<file path="config.mk">
export PLATFORM = sky130hd
export DESIGN_NAME = rts_back_flat
export DESIGN_NICKNAME = d
export VERILOG_FILES = /design/src/hdl/rts_pkg.sv /design/src/hdl/rts_word_if.sv /design/src/hdl/rts_back.sv /design/src/flat_wrapper.sv
export SDC_FILE = /design/constraint.sdc
export NUM_CORES = 1
export LEC_CHECK = 0
export BUFFER_PORTS_ARGS = -buffer_cell sky130_fd_sc_hd__buf_4
export CAP_MARGIN = 20
export CELL_PAD_IN_SITES_DETAIL_PLACEMENT = 0
export CELL_PAD_IN_SITES_GLOBAL_PLACEMENT = 2
export CORE_ASPECT_RATIO = 0.5
export CORE_UTILIZATION = 35
export DETAILED_ROUTE_END_ITERATION = 10
export PLACE_DENSITY = 0.86
export SYNTH_ARGS = -nofsm -noshare
export SYNTH_HDL_FRONTEND = slang
export SYNTH_SLANG_ARGS = --single-unit
</file>
<file path="constraint.sdc">
create_clock -name clk -period 61.2 [get_ports clk]
set_input_delay 12.24 -clock clk [delete_from_list [all_inputs] [get_ports clk]]
set_output_delay 12.24 -clock clk [all_outputs]
set_load 0.02 [all_outputs]
</file>
<file path="src/hdl/rts_pkg.sv">
// Shared types, constants and helpers for the RGBA8 tile swizzler.
// No dependencies; the front end, queue, back end, top level and testbench files import it.
package rts_pkg;

	localparam int TILE_DIM       = 4;
	localparam int PIX_W          = 32;
	localparam int ROW_W          = TILE_DIM * PIX_W;
	localparam int CFG_W          = 9;
	localparam int JOB_QDEPTH     = 2;
	localparam int DEF_MAX_WIDTH  = 1024;
	localparam int DEF_MAX_HEIGHT = 1024;

	localparam logic [1:0] LAST_ROW = 2'(TILE_DIM - 1);
	localparam logic [1:0] LAST_COL = 2'(TILE_DIM - 1);
	localparam logic [2:0] LAST_WORD = 3'(2 * TILE_DIM - 1);

	// register map, index = byte address / 4
	typedef enum logic [0:0] {
		REG_WIDTH_TILES  = 1'b0,
		REG_HEIGHT_TILES = 1'b1
	} reg_idx_t;

	// configuration seen by the front end
	typedef struct packed {
		logic [CFG_W-1:0] width_tiles;
		logic [CFG_W-1:0] height_tiles;
		logic             restart;
	} cfg_t;

	// one complete tile: four rows of four {r,g,b,a} pixels
	typedef struct packed {
		logic [TILE_DIM-1:0][ROW_W-1:0] rows;
		logic                           last_img;
	} job_t;

	// zero acts as one, anything above the limit acts as the limit
	function automatic int clamp_tiles(logic [CFG_W-1:0] v, int maxv);
		int r;
		r = int'(v);
		if (r == 0) begin
			r = 1;
		end else if (r > maxv) begin
			r = maxv;
		end
		return r;
	endfunction

endpackage

</file>
<file path="src/hdl/rts_word_if.sv">
// Output word channel: valid/ready handshake with four pairs and tile flags.
// Depends on nothing.
interface rts_word_if;
	logic        valid;
	logic        ready;
	logic [15:0] pair_zero;
	logic [15:0] pair_one;
	logic [15:0] pair_two;
	logic [15:0] pair_three;
	logic        plane;
	logic [1:0]  tile_row;
	logic        last_in_tile;
	logic        last_in_image;

	modport source (output valid, pair_zero, pair_one, pair_two, pair_three,
		plane, tile_row, last_in_tile, last_in_image, input ready);
	modport sink (input valid, pair_zero, pair_one, pair_two, pair_three,
		plane, tile_row, last_in_tile, last_in_image, output ready);
endinterface

</file>
<file path="src/hdl/rts_back.sv">
// Back end: takes one tile at a time and sends its eight words through an
// output register. Uses rts_pkg and rts_word_if.
module rts_back (
	input  logic          clk,
	input  logic          arst_n,
	input  logic          q_valid,
	input  rts_pkg::job_t q_data,
	output logic          pop,
	rts_word_if.source    word
);
	import rts_pkg::*;

	job_t        tile_q;
	logic        busy_q;
	logic [2:0]  cnt_q;
	logic        ov_q;
	logic        load_word;
	logic        plane;
	logic [1:0]  trow;
	logic [ROW_W-1:0] row_px;
	logic [TILE_DIM-1:0][15:0] pairs;
	logic [TILE_DIM-1:0][15:0] pairs_q;
	logic        plane_q;
	logic [1:0]  trow_q;
	logic        lt_q;
	logic        li_q;

	assign load_word = busy_q && (!ov_q || word.ready);
	assign pop       = q_valid && (!busy_q || (load_word && cnt_q == LAST_WORD));
	assign plane     = cnt_q[2];
	assign trow      = cnt_q[1:0];
	assign row_px    = tile_q.rows[trow];

	// pixel {r,g,b,a} -> {a,r} or {g,b}
	always_comb begin
		for (int k = 0; k < TILE_DIM; k++) begin
			if (plane) begin
				pairs[k] = row_px[k*PIX_W+8 +: 16];
			end else begin
				pairs[k] = {row_px[k*PIX_W +: 8], row_px[k*PIX_W+24 +: 8]};
			end
		end
	end

	// tile sequencing and output valid
	always_ff @(posedge clk or negedge arst_n) begin
		if (!arst_n) begin
			busy_q <= 1'b0;
			cnt_q  <= '0;
			ov_q   <= 1'b0;
		end else begin
			if (load_word) begin
				ov_q <= 1'b1;
			end else if (word.ready) begin
				ov_q <= 1'b0;
			end
			if (pop) begin
				busy_q <= 1'b1;
				cnt_q  <= '0;
			end else if (load_word) begin
				cnt_q <= cnt_q + 1'b1;
				if (cnt_q == LAST_WORD) begin
					busy_q <= 1'b0;
				end
			end
		end
	end

	// tile and output payload
	always_ff @(posedge clk) begin
		if (pop) begin
			tile_q <= q_data;
		end
		if (load_word) begin
			pairs_q <= pairs;
			plane_q <= plane;
			trow_q  <= trow;
			lt_q    <= (cnt_q == LAST_WORD);
			li_q    <= (cnt_q == LAST_WORD) && tile_q.last_img;
		end
	end

	assign word.valid         = ov_q;
	assign word.pair_zero     = pairs_q[0];
	assign word.pair_one      = pairs_q[1];
	assign word.pair_two      = pairs_q[2];
	assign word.pair_three    = pairs_q[3];
	assign word.plane         = plane_q;
	assign word.tile_row      = trow_q;
	assign word.last_in_tile  = lt_q;
	assign word.last_in_image = li_q;

`ifndef NO_ASSERTIONS
	a_last_word: assert property (@(posedge clk) disable iff (!arst_n)
		(ov_q && lt_q) |-> (plane_q && trow_q == LAST_ROW))
		else $error("tile end flag on a word other than the eighth");
`endif

endmodule

</file>
<file path="src/flat_wrapper.sv">
// flat-port wrapper written by rule: the top's interface ports become plain ports
module rts_back_flat import rts_pkg::*;
  (clk, arst_n, q_valid, q_data, pop, word_valid, word_pair_zero, word_pair_one, word_pair_two, word_pair_three, word_plane, word_tile_row, word_last_in_tile, word_last_in_image, word_ready);
  rts_word_if word_i ();
  input  logic clk;
  input  logic arst_n;
  input  logic q_valid;
  input  rts_pkg::job_t q_data;
  output logic pop;
  output wire logic [$bits(word_i.valid)-1:0] word_valid;
  output wire logic [$bits(word_i.pair_zero)-1:0] word_pair_zero;
  output wire logic [$bits(word_i.pair_one)-1:0] word_pair_one;
  output wire logic [$bits(word_i.pair_two)-1:0] word_pair_two;
  output wire logic [$bits(word_i.pair_three)-1:0] word_pair_three;
  output wire logic [$bits(word_i.plane)-1:0] word_plane;
  output wire logic [$bits(word_i.tile_row)-1:0] word_tile_row;
  output wire logic [$bits(word_i.last_in_tile)-1:0] word_last_in_tile;
  output wire logic [$bits(word_i.last_in_image)-1:0] word_last_in_image;
  input wire logic [$bits(word_i.ready)-1:0] word_ready;
  assign word_valid = word_i.valid;
  assign word_pair_zero = word_i.pair_zero;
  assign word_pair_one = word_i.pair_one;
  assign word_pair_two = word_i.pair_two;
  assign word_pair_three = word_i.pair_three;
  assign word_plane = word_i.plane;
  assign word_tile_row = word_i.tile_row;
  assign word_last_in_tile = word_i.last_in_tile;
  assign word_last_in_image = word_i.last_in_image;
  assign word_i.ready = word_ready;
  rts_back u_core (.clk(clk), .arst_n(arst_n), .q_valid(q_valid), .q_data(q_data), .pop(pop), .word(word_i));
endmodule
</file>
==> out/metrics.yaml <==
pwr:
  power_density_nw_per_um2: 37.80
  p_leak_nw: 10.18
  power.total_mw: 1.083
  vdd_drop_max_mv: 0.02167
grt:
  grt_start_max_net_pins: 175
  grt_usage: 0.1805
  grt_first_pass_wirelength_um: 79390
  antenna_found_initial: 16
  grt_overflow: 0
  grt_pass1_vias: 11513
synthesis:
  netlist_area_sq_um: 21560
  postSynthRegisterBits: 587
  yosysWarnings: 0
  synthCells: 829
  syn_avg_cell_area_sq_um: 26.01
  syn_nets: 1348
  synth_cell_types: 18
  yosysSeqAreaShare: 0.8163
cts:
  cts.root.buffer_cell: "clkbuf_16"
  clockBufferDepth: 3
  cts_sinks: 587
  post_cts_buffers: 0
  cts.clk_slew.worst_paths_ns: 0.06
  cts_tree: "done"
  cts_made_buffers: 52
  clk_latency_ns: 0.58
  ctsResizeCount: 0
  cts_hold_buf: 0
  cts-htree-levels: 2
final_layout:
  nNetsFinal: 1966
  fillers: 5048
  layout.area.seq_sq_um: 17610
  drive_gt1_frac: 0.5879
  area_delta_synth_final_pct: 32.86
  multi_input_area_sq_um: 3735
  final_core_util: 0.4770
  final_cells: 2315
critical_path:
  r2r_start: "u_core.cnt_q[0]"
  end_kind: "primary output"
  crit_family: "simple AND/OR/NAND/NOR gates"
  crit_buf_inv: 2
  crit_path_cell_trace: "buf_4, nand2b_1, nand2_1, a21boi_4, buf_4"
  critPathKind: "in2out"
  reg2reg_depth: 8
  r2r_slack_ns: 56.37
  start_kind: "primary input"
  cp_slowest_stage_delay_ns: 0.24
  required_ns: 48.96
  cp_common_cell: "buf_4"
  r2r-end: "u_core.tile_q[117]"
  slowest_stage: "a21boi_4"
  worst-path-max-fanout: 5
  cp_data_arrival_time_ns: 13.12
floorplanning:
  die_w_um: 353.0
  start_util: 0.3590
  dieHeight_um: 177.5
  core_sq_um: 60070
  io_pins: 588
  num_rows: 63
  die-area_sq_um: 62670
sta:
  tns_ns: 0
  timing.final.crit_share: 0.4143
  hold_viol_final: 0
  setup_viol: 0
  fmax_mhz: 39.44
  finClkSkew_ns: 0.02742
  rsz0062_at_grt: "no"
  slew_violations: 0
  worst_slack_ns: 35.84
  fin_crit_ns: 25.36
  worst_pin_slew_ns: 1.091
  slew_headroom: 0.2730
route:
  vias_per_cell: 4.777
  wl_per_cell_um: 25.34
  wl_um: 58650
  drc: 0
  num_vias: 11058
  postRouteAntennaNets: 0
  drt_iter0_markers: 925
  first_pass_iters: 5
worst_hold_path:
  holdPathEnd: "u_core.word.valid"
  worstHoldPathType: "reg2reg"
  holdPathStages: 2
  hp-start: "u_core.word.valid"
outcome:
  status: "completed"
placement:
  post-place-cells: 2204
  placement.io_buffers: 587
  dp_hpwl_um: 41940
  gp_congestion: 0.8565
  place_ws_ns: 35.83
flow_run:
  maxCapViolations: 0
[final cells by class]
cell class | count | area share
antenna | 13 | 0.001136
clock buffer | 60 | 0.04721
clock inverter | 37 | 0.01293
multi-input combinational | 207 | 0.1304
sequential | 587 | 0.6148
tap | 812 | 0.03546
timing repair buffer | 599 | 0.1581
[cell usage after synthesis (all sizes together)]
cell type	n	area share
a21boi	1	0.00035
a21o	1	0.00035
a22o	2	0.00081
and2	2	0.00058
and3	1	0.00029
buf	29	0.010
clkbuf	6	0.0010
dfrtp	5	0.0058
edfxtp	582	0.81
ha	2	0.0012
mux2	65	0.034
mux2i	1	0.00046
mux4	128	0.13
nand2	2	0.00035
nand2b	2	0.00058
[layout by cell type (no fill, tap or decap)]
master	netlist	routed
a21boi_4	0	1
a21o_1	1	1
a22o_1	2	2
and2_1	2	1
and2_4	0	1
and3_1	1	1
buf_12	0	1
buf_16	0	1
buf_4	2	597
bufinv_16	0	7
clkbuf_1	6	7
clkbuf_16	0	53
clkinv_1	0	11
clkinv_2	0	11
clkinv_4	0	1
clkinvlp_4	0	5
dfrtp_1	5	2
dfrtp_4	0	3
diode_2	0	13
edfxtp_1	582	582
ha_1	2	2
inv_6	0	2
mux2_2	65	65
mux2i_1	1	1
mux4_2	128	128
nand2_1	2	2
nand2b_1	2	2
[stage by stage]
step / hold WS [ns] / cell area (sq um)
detailed placement: 0.5858 / 26870
finish: 0.6085 / 28650
global route: 0.6540 / 28650
CTS: 0.6023 / 28590
global placement: 0.5676 / 26870
floorplan: 0.4686 / 21560
[worst max path at each step]
stage / end / slack (ns) / depth (start not counted) / start
after floorplan: pop / 12.30 / 3 / word_ready
final: pop / 35.84 / 5 / word_ready
after global placement: pop / 35.85 / 5 / word_ready
after detailed placement: pop / 35.83 / 5 / word_ready
after CTS: pop / 35.83 / 5 / word_ready
after global routing: pop / 35.79 / 5 / word_ready
[metal layers]
metal | wire length, um | global-route usage | share of wire
met1 | 20150 | 0.2013 | 0.34
met2 | 33990 | 0.3434 | 0.58
met3 | 2717 | 0.03290 | 0.046
met4 | 1784 | 0.06836 | 0.030
met5 | 13 | 0 | 0.00022
[worst min-delay path, cell delays in order (launching register included)]
cell and delay [ns]:
dfrtp_1 0.34, nand2b_1 0.13, nand2b_1 0.10
[power breakdown]
| group | internal, mW | switching (mW) | leakage [nW] |
|---|---|---|---|
| combinational | 0.122 | 0.109 | 3.98 |
| clock | 0.188 | 0.147 | 0.835 |
| sequential | 0.495 | 0.0222 | 5.36 |
[cell families (layout without fill, tap and decap cells)]
| group | count (synthesis) | after routing | synth area share |
|---|---|---|---|
| AND/OR/NAND/NOR | 7 | 7 | 0.001799 |
| adder cells (fa/ha/maj) | 2 | 2 | 0.001160 |
| flip-flops | 587 | 587 | 0.8163 |
| multiplexers | 194 | 194 | 0.1681 |
| AO/OA/AOI/OAI | 4 | 4 | 0.001509 |
| other | 0 | 13 | 0 |
| buffers and inverters | 35 | 696 | 0.01114 |
[sequential cells by signal, summed over array words and instances (netlist names)]
| name | cells |
|---|---|
| u_core.word.pair_three | 16 |
| u_core.tile_q | 513 |
| u_core.word.plane | 1 |
| u_core.word.last_in_image | 1 |
| u_core.word.pair_two | 16 |
| u_core.word.last_in_tile | 1 |
| u_core.word.valid | 1 |
| u_core.word.pair_one | 16 |
| u_core.word.tile_row | 2 |
| u_core.busy_q | 1 |
| u_core.word.pair_zero | 16 |
| u_core.cnt_q | 3 |
No activity file was read; power rests on OpenSTA's default activity.
