### config.mk
export PLATFORM = sky130hd
export DESIGN_NAME = rts_job_fifo
export DESIGN_NICKNAME = d
export VERILOG_FILES = /design/src/hdl/rts_pkg.sv /design/src/hdl/rts_job_fifo.sv
export SDC_FILE = /design/constraint.sdc
export NUM_CORES = 1
export LEC_CHECK = 0
export ABC_AREA = 1
export BUFFER_PORTS_ARGS = -buffer_cell sky130_fd_sc_hd__buf_2
export CORE_AREA = 2 2 400 402
export DETAILED_ROUTE_END_ITERATION = 16
export DIE_AREA = 0 0 402 404
export SLEW_MARGIN = 20
export SYNTH_ARGS = -nofsm -noshare
export SYNTH_HDL_FRONTEND = slang
export SYNTH_SLANG_ARGS = --single-unit
### constraint.sdc
create_clock -name clk -period 21.3 [get_ports clk]
set_input_delay 2.13 -clock clk [delete_from_list [all_inputs] [get_ports clk]]
set_output_delay 2.13 -clock clk [all_outputs]
set_load 0.005 [all_outputs]
### src/hdl/rts_pkg.sv
// Shared types, constants and helpers for the RGBA8 tile swizzler.
// No dependencies; the front end, queue, back end, top level and testbench files import it.
package rts_pkg;

	localparam int TILE_DIM       = 4;
	localparam int PIX_W          = 32;
	localparam int ROW_W          = TILE_DIM * PIX_W;
	localparam int CFG_W          = 9;
	localparam int JOB_QDEPTH     = 2;
	localparam int DEF_MAX_WIDTH  = 1024;
	localparam int DEF_MAX_HEIGHT = 1024;

	localparam logic [1:0] LAST_ROW = 2'(TILE_DIM - 1);
	localparam logic [1:0] LAST_COL = 2'(TILE_DIM - 1);
	localparam logic [2:0] LAST_WORD = 3'(2 * TILE_DIM - 1);

	// register map, index = byte address / 4
	typedef enum logic [0:0] {
		REG_WIDTH_TILES  = 1'b0,
		REG_HEIGHT_TILES = 1'b1
	} reg_idx_t;

	// configuration seen by the front end
	typedef struct packed {
		logic [CFG_W-1:0] width_tiles;
		logic [CFG_W-1:0] height_tiles;
		logic             restart;
	} cfg_t;

	// one complete tile: four rows of four {r,g,b,a} pixels
	typedef struct packed {
		logic [TILE_DIM-1:0][ROW_W-1:0] rows;
		logic                           last_img;
	} job_t;

	// zero acts as one, anything above the limit acts as the limit
	function automatic int clamp_tiles(logic [CFG_W-1:0] v, int maxv);
		int r;
		r = int'(v);
		if (r == 0) begin
			r = 1;
		end else if (r > maxv) begin
			r = maxv;
		end
		return r;
	endfunction

endpackage

### src/hdl/rts_job_fifo.sv
// Short queue of complete tiles between front and back end.
// Uses rts_pkg for the job type.
module rts_job_fifo #(
	parameter int DEPTH = rts_pkg::JOB_QDEPTH
) (
	input  logic          clk,
	input  logic          arst_n,
	input  logic          push,
	input  rts_pkg::job_t push_data,
	output logic          full,
	input  logic          pop,
	output rts_pkg::job_t pop_data,
	output logic          valid
);
	import rts_pkg::*;

	localparam int PW = (DEPTH > 1) ? $clog2(DEPTH) : 1;

	job_t            mem_q [DEPTH];
	logic [PW-1:0]   wp_q;
	logic [PW-1:0]   rp_q;
	logic [PW:0]     cnt_q;

	assign full     = (cnt_q == (PW+1)'(DEPTH));
	assign valid    = (cnt_q != '0);
	assign pop_data = mem_q[rp_q];

	// pointers and fill count
	always_ff @(posedge clk or negedge arst_n) begin
		if (!arst_n) begin
			wp_q  <= '0;
			rp_q  <= '0;
			cnt_q <= '0;
		end else begin
			if (push) begin
				wp_q <= (wp_q == PW'(DEPTH - 1)) ? '0 : wp_q + 1'b1;
			end
			if (pop) begin
				rp_q <= (rp_q == PW'(DEPTH - 1)) ? '0 : rp_q + 1'b1;
			end
			if (push && !pop) begin
				cnt_q <= cnt_q + 1'b1;
			end else if (pop && !push) begin
				cnt_q <= cnt_q - 1'b1;
			end
		end
	end

	// entry storage
	always_ff @(posedge clk) begin
		if (push) begin
			mem_q[wp_q] <= push_data;
		end
	end

`ifndef NO_ASSERTIONS
	a_no_overflow: assert property (@(posedge clk) disable iff (!arst_n)
		!(push && full && !pop))
		else $error("tile queue overflow");
	a_no_underflow: assert property (@(posedge clk) disable iff (!arst_n)
		pop |-> valid)
		else $error("tile queue underflow");
`endif

endmodule

==> results.toml, run 1 <==
[global_route]
overflow = 0
track_usage_pct = 12.8
grt_max_degree = 136
grt_pass1_wl_um = 149000
antenna_found_initial = 48
grt_pass1_vias = 20300

[sta]
drv_slew = 0
rsz0062_at_grt = "false"
whs_ns = 0.489
setup_viol_count_final = 0
finClkSkew_ns = 0.0380
hold_violations = 0
layout_setup_ws_ns = 13.60
fmax_mhz = 130
maxSlewHeadroom_pct = 28.2
setup_tns_ns = 0
post-route-period-util_pct = 36.1
period_needed_ns = 7.70
tightestPinTransition_ns = 1.08

[layout]
design_area_mm2 = 0.0502
drive_above_1_share_pct = 61.2
n_fill_cell = 15400
multi_input_area_mm2 = 0.00759
area_growth_pct = 27.8
seqCellArea_mm2 = 0.0309
fin_cells = 4907
fin_nets = 3248

[synthesis]
synthXorXnorAreaFrac_pct = 0.0670
synth_seq_area_share_pct = 78.8
synth-compound-area-share_pct = 0
async_flop_share_pct = 0.388
yosys.cell_count.top_type = "edfxtp_1"
synth_fa_ha_area_share_pct = 0.0319
netlist_top_cells_area = "edfxtp_1 79%, mux2_4 18%, mux2_2 1.5%, buf_8 1.1%, buf_6 0.63%"
synth.area.mux_share_pct = 19.1
synth_cells = 1621
yosysTopAreaCellShare_pct = 78.5
netlist_top_cells_count = "1,026 x edfxtp_1, 460 x mux2_4, 53 x mux2_2"
synth_seq_cells = 1030
syn-num-nets = 2139
syn-cell-area_mm2 = 0.0392
synth_edf_count = 1026
synth_flop_cell = "edfxtp_1"
yosys_warnings = 0
synth_cell_types = 15
synth_top_family_by_area = "multiplexers"
yosys.area_share.simple_pct = 0.105
post-synth-top-area-cell = "edfxtp_1"
avgSynthCellArea_um2 = 24.2

[placed_design]
placed_cells = 4690
place_ws_ns = 14.26
place_area_mm2 = 0.0465
numPortBuffers = 1031
detailed_place_hpwl_um = 82300
gp_congestion = 0.868

[worst_setup_path]
r2r-start = "wp_q"
cp_max_fo = 64
worstSetupStartpointType = "flip-flop"
worstSetupStartpoint = "rp_q"
required_ns = 19.17
critPathArrivalTime_ns = 5.57
regToRegSetupSlack_ns = 16.38
rr_endpoint = "mem_q[0][81]"
r2r_cells = 5
crit_path_end = "pop_data[506]"
worst-setup-path-type = "flip-flop to output port"
crit_path_end_kind = "output port"

[hold_path]
min_delay_path_depth = 2
holdCritPathClass = "flip-flop to flip-flop"

[die]
fp.coreArea_mm2 = 0.158
dieArea_mm2 = 0.162
start_util_pct = 24.9
die_h_um = 404
die_x_um = 402
ioPinCount = 1032
fp-row-count = 146

[status]
outcome = "completed"

[cts]
worstSkewPairLatency_ns = 0.70
htreeDepth = 3
cts_tree = "built"
post_cts_resized = 0
clock-sinks = 1030
cts_setup_buffers = 0
hold_buffers = 0
cts_buffers = 110
cts_max_path_buffers = 3
clock-root-buffer = "clkbuf_16"
path_clk_slew_ns = 0.06

[power_and_ir_drop]
pwr_density_cell_mw_per_mm2 = 134
p_leak_uw = 0.0197
peakVddDrop_mv = 0.115

[route]
drt_iter0_markers = 1223
via_per_inst = 4.05
num_vias = 19900
ant_nets = 0
avgRoutedWirePerCell_um = 22.3
wirelength_um = 109000
drc = 0
firstDrtPassIters = 6

[run]
drv_cap = 0
==> critical path: stages, from the launching register on <==
cell and delay, ns:
dfrtp_4 0.92, buf_4 0.71, buf_4 0.85, buf_4 0.76
buf_4 0.93, mux2_2 0.43, buf_2 0.13
==> flip-flops by register name (all words and copies together), names as in the netlist <==
| register | count |
|---|---|
| rp_q | 1 |
| mem_q | 1026 |
| cnt_q | 2 |
| wp_q | 1 |
==> cell families after synthesis <==
| logic type | Yosys count |
|---|---|
| flops | 1030 |
| mux | 513 |
| buf+inv | 64 |
| simple gates | 10 |
| xor+xnor | 3 |
| fa+ha+maj | 1 |
==> layer usage <==
layer	vias up	GRT usage [%]	wire length, um
met5	-	0	160
met4	26	4.19	2930
met3	211	4.20	8750
met2	795	21.1	53000
met1	10100	15.8	44500
li1	8741	-	-
==> where the power goes <==
part | total [uW] | internal [uW] | switching (uW)
clock | 1900 | 1120 | 789
sequential | 2820 | 2690 | 126
combinational | 1990 | 1010 | 985
total | 6720 | 4820 | 1900
==> worst min-delay path by stage <==
| stage | from | endpoint | slack (ns) |
|---|---|---|---|
| 2_1_floorplan | cnt_q[1] | cnt_q[1] | 0.44 |
| 3_3_place_gp | cnt_q[1] | cnt_q[1] | 0.45 |
| 3_5_place_dp | cnt_q[1] | cnt_q[1] | 0.48 |
| 4_1_cts | cnt_q[1] | cnt_q[1] | 0.49 |
| 5_1_grt | cnt_q[1] | cnt_q[1] | 0.52 |
| 6_report | cnt_q[1] | cnt_q[1] | 0.49 |
==> area by class of cell <==
class | instances | area share, %
Antenna cell | 16 | 0.0798
Clock buffer | 131 | 5.77
Clock inverter | 70 | 1.49
Inverter | 7 | 0.0673
Multi-Input combinational cell | 527 | 15.1
Sequential cell | 1030 | 61.6
Tap cell | 2072 | 5.17
Timing Repair Buffer | 1054 | 10.7
==> per-stage QoR <==
stage | total power, uW | util, %
finish | 6720 | 31.8
detailed placement | 4890 | 29.5
global route | 7000 | 31.8
CTS | 6820 | 31.8
global placement | 4870 | 29.5
floorplan | 4330 | -
==> cells in the final DEF, fill, tap and decap left out <==
| cell | netlist | final |
|---|---|---|
| buf_2 | 5 | 1031 |
| edfxtp_1 | 1026 | 1026 |
| mux2_4 | 460 | 460 |
| clkbuf_16 | 0 | 113 |
| mux2_2 | 53 | 53 |
| clkinv_1 | 0 | 28 |
| buf_4 | 0 | 21 |
| clkbuf_1 | 0 | 18 |
| clkinv_2 | 0 | 17 |
| diode_2 | 0 | 16 |
| bufinv_16 | 0 | 12 |
| inv_1 | 7 | 6 |
| nand2_1 | 6 | 6 |
| clkinvlp_4 | 0 | 5 |
| clkinv_16 | 0 | 4 |
| dfrtp_1 | 4 | 3 |
| inv_8 | 0 | 2 |
| xor2_1 | 2 | 2 |
| clkinv_4 | 0 | 2 |
| buf_12 | 0 | 2 |
| nor2_1 | 2 | 1 |
| nor2_4 | 0 | 1 |
| xnor2_1 | 1 | 1 |
| nand3_1 | 1 | 1 |
| nand4_1 | 1 | 1 |
| ha_1 | 1 | 1 |
| inv_6 | 0 | 1 |
| dfrtp_4 | 0 | 1 |
Note: power is estimated with default switching activity, not from simulation.
==> run 2: changes to the inputs <==
- ABC_AREA: 1 -> 0
- clock period: 21.3 -> 7.55 ns (I/O delays scaled with it)
==> run 2 against run 1 <==
  * Clock skew is 0.021 ns higher
  * Sequential power increased to 2.8 times the previous value
  * Combinational power grew to 2.8 times the previous value
  * Area after synthesis about the same
==> results.toml, run 2 <==
[synthesis]
post-synth-top-area-cell = "edfxtp_1"
synth_top_family_by_area = "multiplexers"
synth_seq_area_share_pct = 78.8
synth_flop_cell = "edfxtp_1"
synth_edf_count = 1026
yosys.cell_count.top_type = "edfxtp_1"
synth_fa_ha_area_share_pct = 0.0319
synth-compound-area-share_pct = 0
yosys.area_share.simple_pct = 0.0734
synth.area.mux_share_pct = 19.1
yosysTopAreaCellShare_pct = 78.5
netlist_top_cells_area = "edfxtp_1 79%, mux2_4 18%, mux2_2 1.5%, buf_8 1.1%, buf_6 0.63%"
async_flop_share_pct = 0.388
synth_cells = 1612
yosys_warnings = 0
netlist_top_cells_count = "1,026 x edfxtp_1, 460 x mux2_4, 53 x mux2_2"
avgSynthCellArea_um2 = 24.3
synth_cell_types = 15
synth_seq_cells = 1030
synthXorXnorAreaFrac_pct = 0.112
syn-cell-area_mm2 = 0.0392
syn-num-nets = 2130

[sta]
rsz0062_at_grt = "false"
fmax_mhz = 246
drv_slew = 0
maxSlewHeadroom_pct = 18.3
post-route-period-util_pct = 53.8
whs_ns = 0.214
setup_viol_count_final = 0
period_needed_ns = 4.06
finClkSkew_ns = 0.0590
tightestPinTransition_ns = 1.22
hold_violations = 0
layout_setup_ws_ns = 3.49

[cts]
hold_buffers = 1
clock-sinks = 1030
post_cts_resized = 0
cts_max_path_buffers = 3
cts_tree = "built"
clock-root-buffer = "clkbuf_16"
cts_buffers = 107
path_clk_slew_ns = 0.07
htreeDepth = 3
cts_setup_buffers = 0
worstSkewPairLatency_ns = 0.72

[die]
fp-row-count = 146
ioPinCount = 1032
fp.coreArea_mm2 = 0.158
dieArea_mm2 = 0.162
die_x_um = 402
die_h_um = 404
start_util_pct = 24.9

[placed_design]
detailed_place_hpwl_um = 76500
gp_congestion = 0.831
numPortBuffers = 1031
place_ws_ns = 4.22

[status]
outcome = "completed"

[worst_setup_path]
required_ns = 6.80
crit_chain = "buf_12 -> buf_4 -> mux2_2 -> buf_2"
worst-setup-path-type = "flip-flop to output port"
worstSetupStartpointType = "flip-flop"
crit_path_end_kind = "output port"
cp_max_fo = 68
critPathArrivalTime_ns = 3.31
critPathMaxStageDelay_ns = 0.83
slowest_stage = "dfrtp_4"

[global_route]
overflow = 0
use_met2_pct = 20.4
antenna_found_initial = 76
grt_pass1_vias = 20400
grt_max_degree = 150
grt_use_met1_pct = 12.9
track_usage_pct = 12.1
grt.met3_usage_pct = 5.69
top_usage_layer = "met2"
grt_pass1_wl_um = 141000

[run]
drv_cap = 0

[power_and_ir_drop]
pwr-share-clk_pct = 27.5
seqPwrFrac_pct = 42.4
pwr_density_cell_mw_per_mm2 = 372
p_leak_uw = 0.0196
peakVddDrop_mv = 0.481
combPwrFrac_pct = 30.1
sw_frac_of_total_pct = 28.1
internal-power_uw = 13400
finalPower_uw = 18700
p_sw_uw = 5240

[layout]
largest_reg_flops = 1026
layout_commonest_cell = "buf_2"
area_growth_pct = 27.8
drive_above_1_share_pct = 61.5
fin_nets = 3241
top_register = "mem_q"
final_cell_mix = "1,031 x buf_2, 1,026 x edfxtp_1, 460 x mux2_4"
reg_top3 = "mem_q (1026), cnt_q (2)"

[route]
drc = 0
firstDrtPassIters = 4
wirelength_um = 104000
num_vias = 19600
avgRoutedWirePerCell_um = 21.1
drt_iter0_markers = 1192
via_per_inst = 3.99
ant_nets = 0

[hold_path]
holdCritPathClass = "input port to flip-flop"
[run 2: logic make-up (layout without fill, tap and decap cells)]
group,count (synthesis),in the layout
DFF,1030,1030
muxes,513,513
buffers and inverters,58,1251
xor gates and xnor gates,5,5
and+or+nand+nor,5,5
adders and majority gates,1,1
other,0,34
[run 2: worst paths after layout]
check / startpoint / to / slack, ns / depth (start not counted)
max reg2reg: wp_q / mem_q[0][93] / 4.73 / 3
min in group asynchronous: arst_n / wp_q / 0.38 / 2
max in group asynchronous: arst_n / rp_q / 7.02 / 2
max: rp_q / pop_data[2] / 3.49 / 4
min: push_data[281] / mem_q[1][281] / 0.21 / 1
min reg2reg: cnt_q[1] / cnt_q[1] / 0.48 / 1
[run 2: final cells by class]
cell class,instances,area [um2]
fill,15400,108000
inverter,1,3.75
timing repair buffer,1059,5510
tap,2072,2590
clock buffer,124,2760
antenna,34,85.1
sequential,1030,30900
clock inverter,67,672
multi-input combinational,524,7600
[run 2: critical path, delay by kind of cell, from the launching register on]
kind	cells	cell delay (ns)
buf+inv	3	1.20
flops	1	0.83
mux	1	0.40
[run 2: metrics by stage]
| stage | std cells | area [um2] | setup TNS (ns) | utilization [%] |
|---|---|---|---|---|
| finish | 4911 | 50100 | 0 | 31.8 |
| global route | 4900 | 50100 | 0 | 31.7 |
| CTS | 4877 | 50100 | 0 | 31.7 |
| detailed placement | 4685 | 46600 | 0 | 29.5 |
| global placement | 4685 | 46600 | 0 | 29.5 |
| floorplan | 1612 | 39200 | -666.36 | - |
[run 2: power groups by stage]
stage               Clock [uW]  Combinational [uW]  Sequential, uW
finish                    5130                5620            7900
global route              5490                6000            7990
CTS                       5280                5730            7920
detailed placement           0                5710            8030
global placement             0                5710            8000
floorplan                    0                3710            8200
[run 2: per-layer routing]
layer / routed length (um) / share of wire [%]
met5: 57 / 0.055
met4: 2690 / 2.6
met3: 11400 / 11
met2: 52300 / 50
met1: 37300 / 36
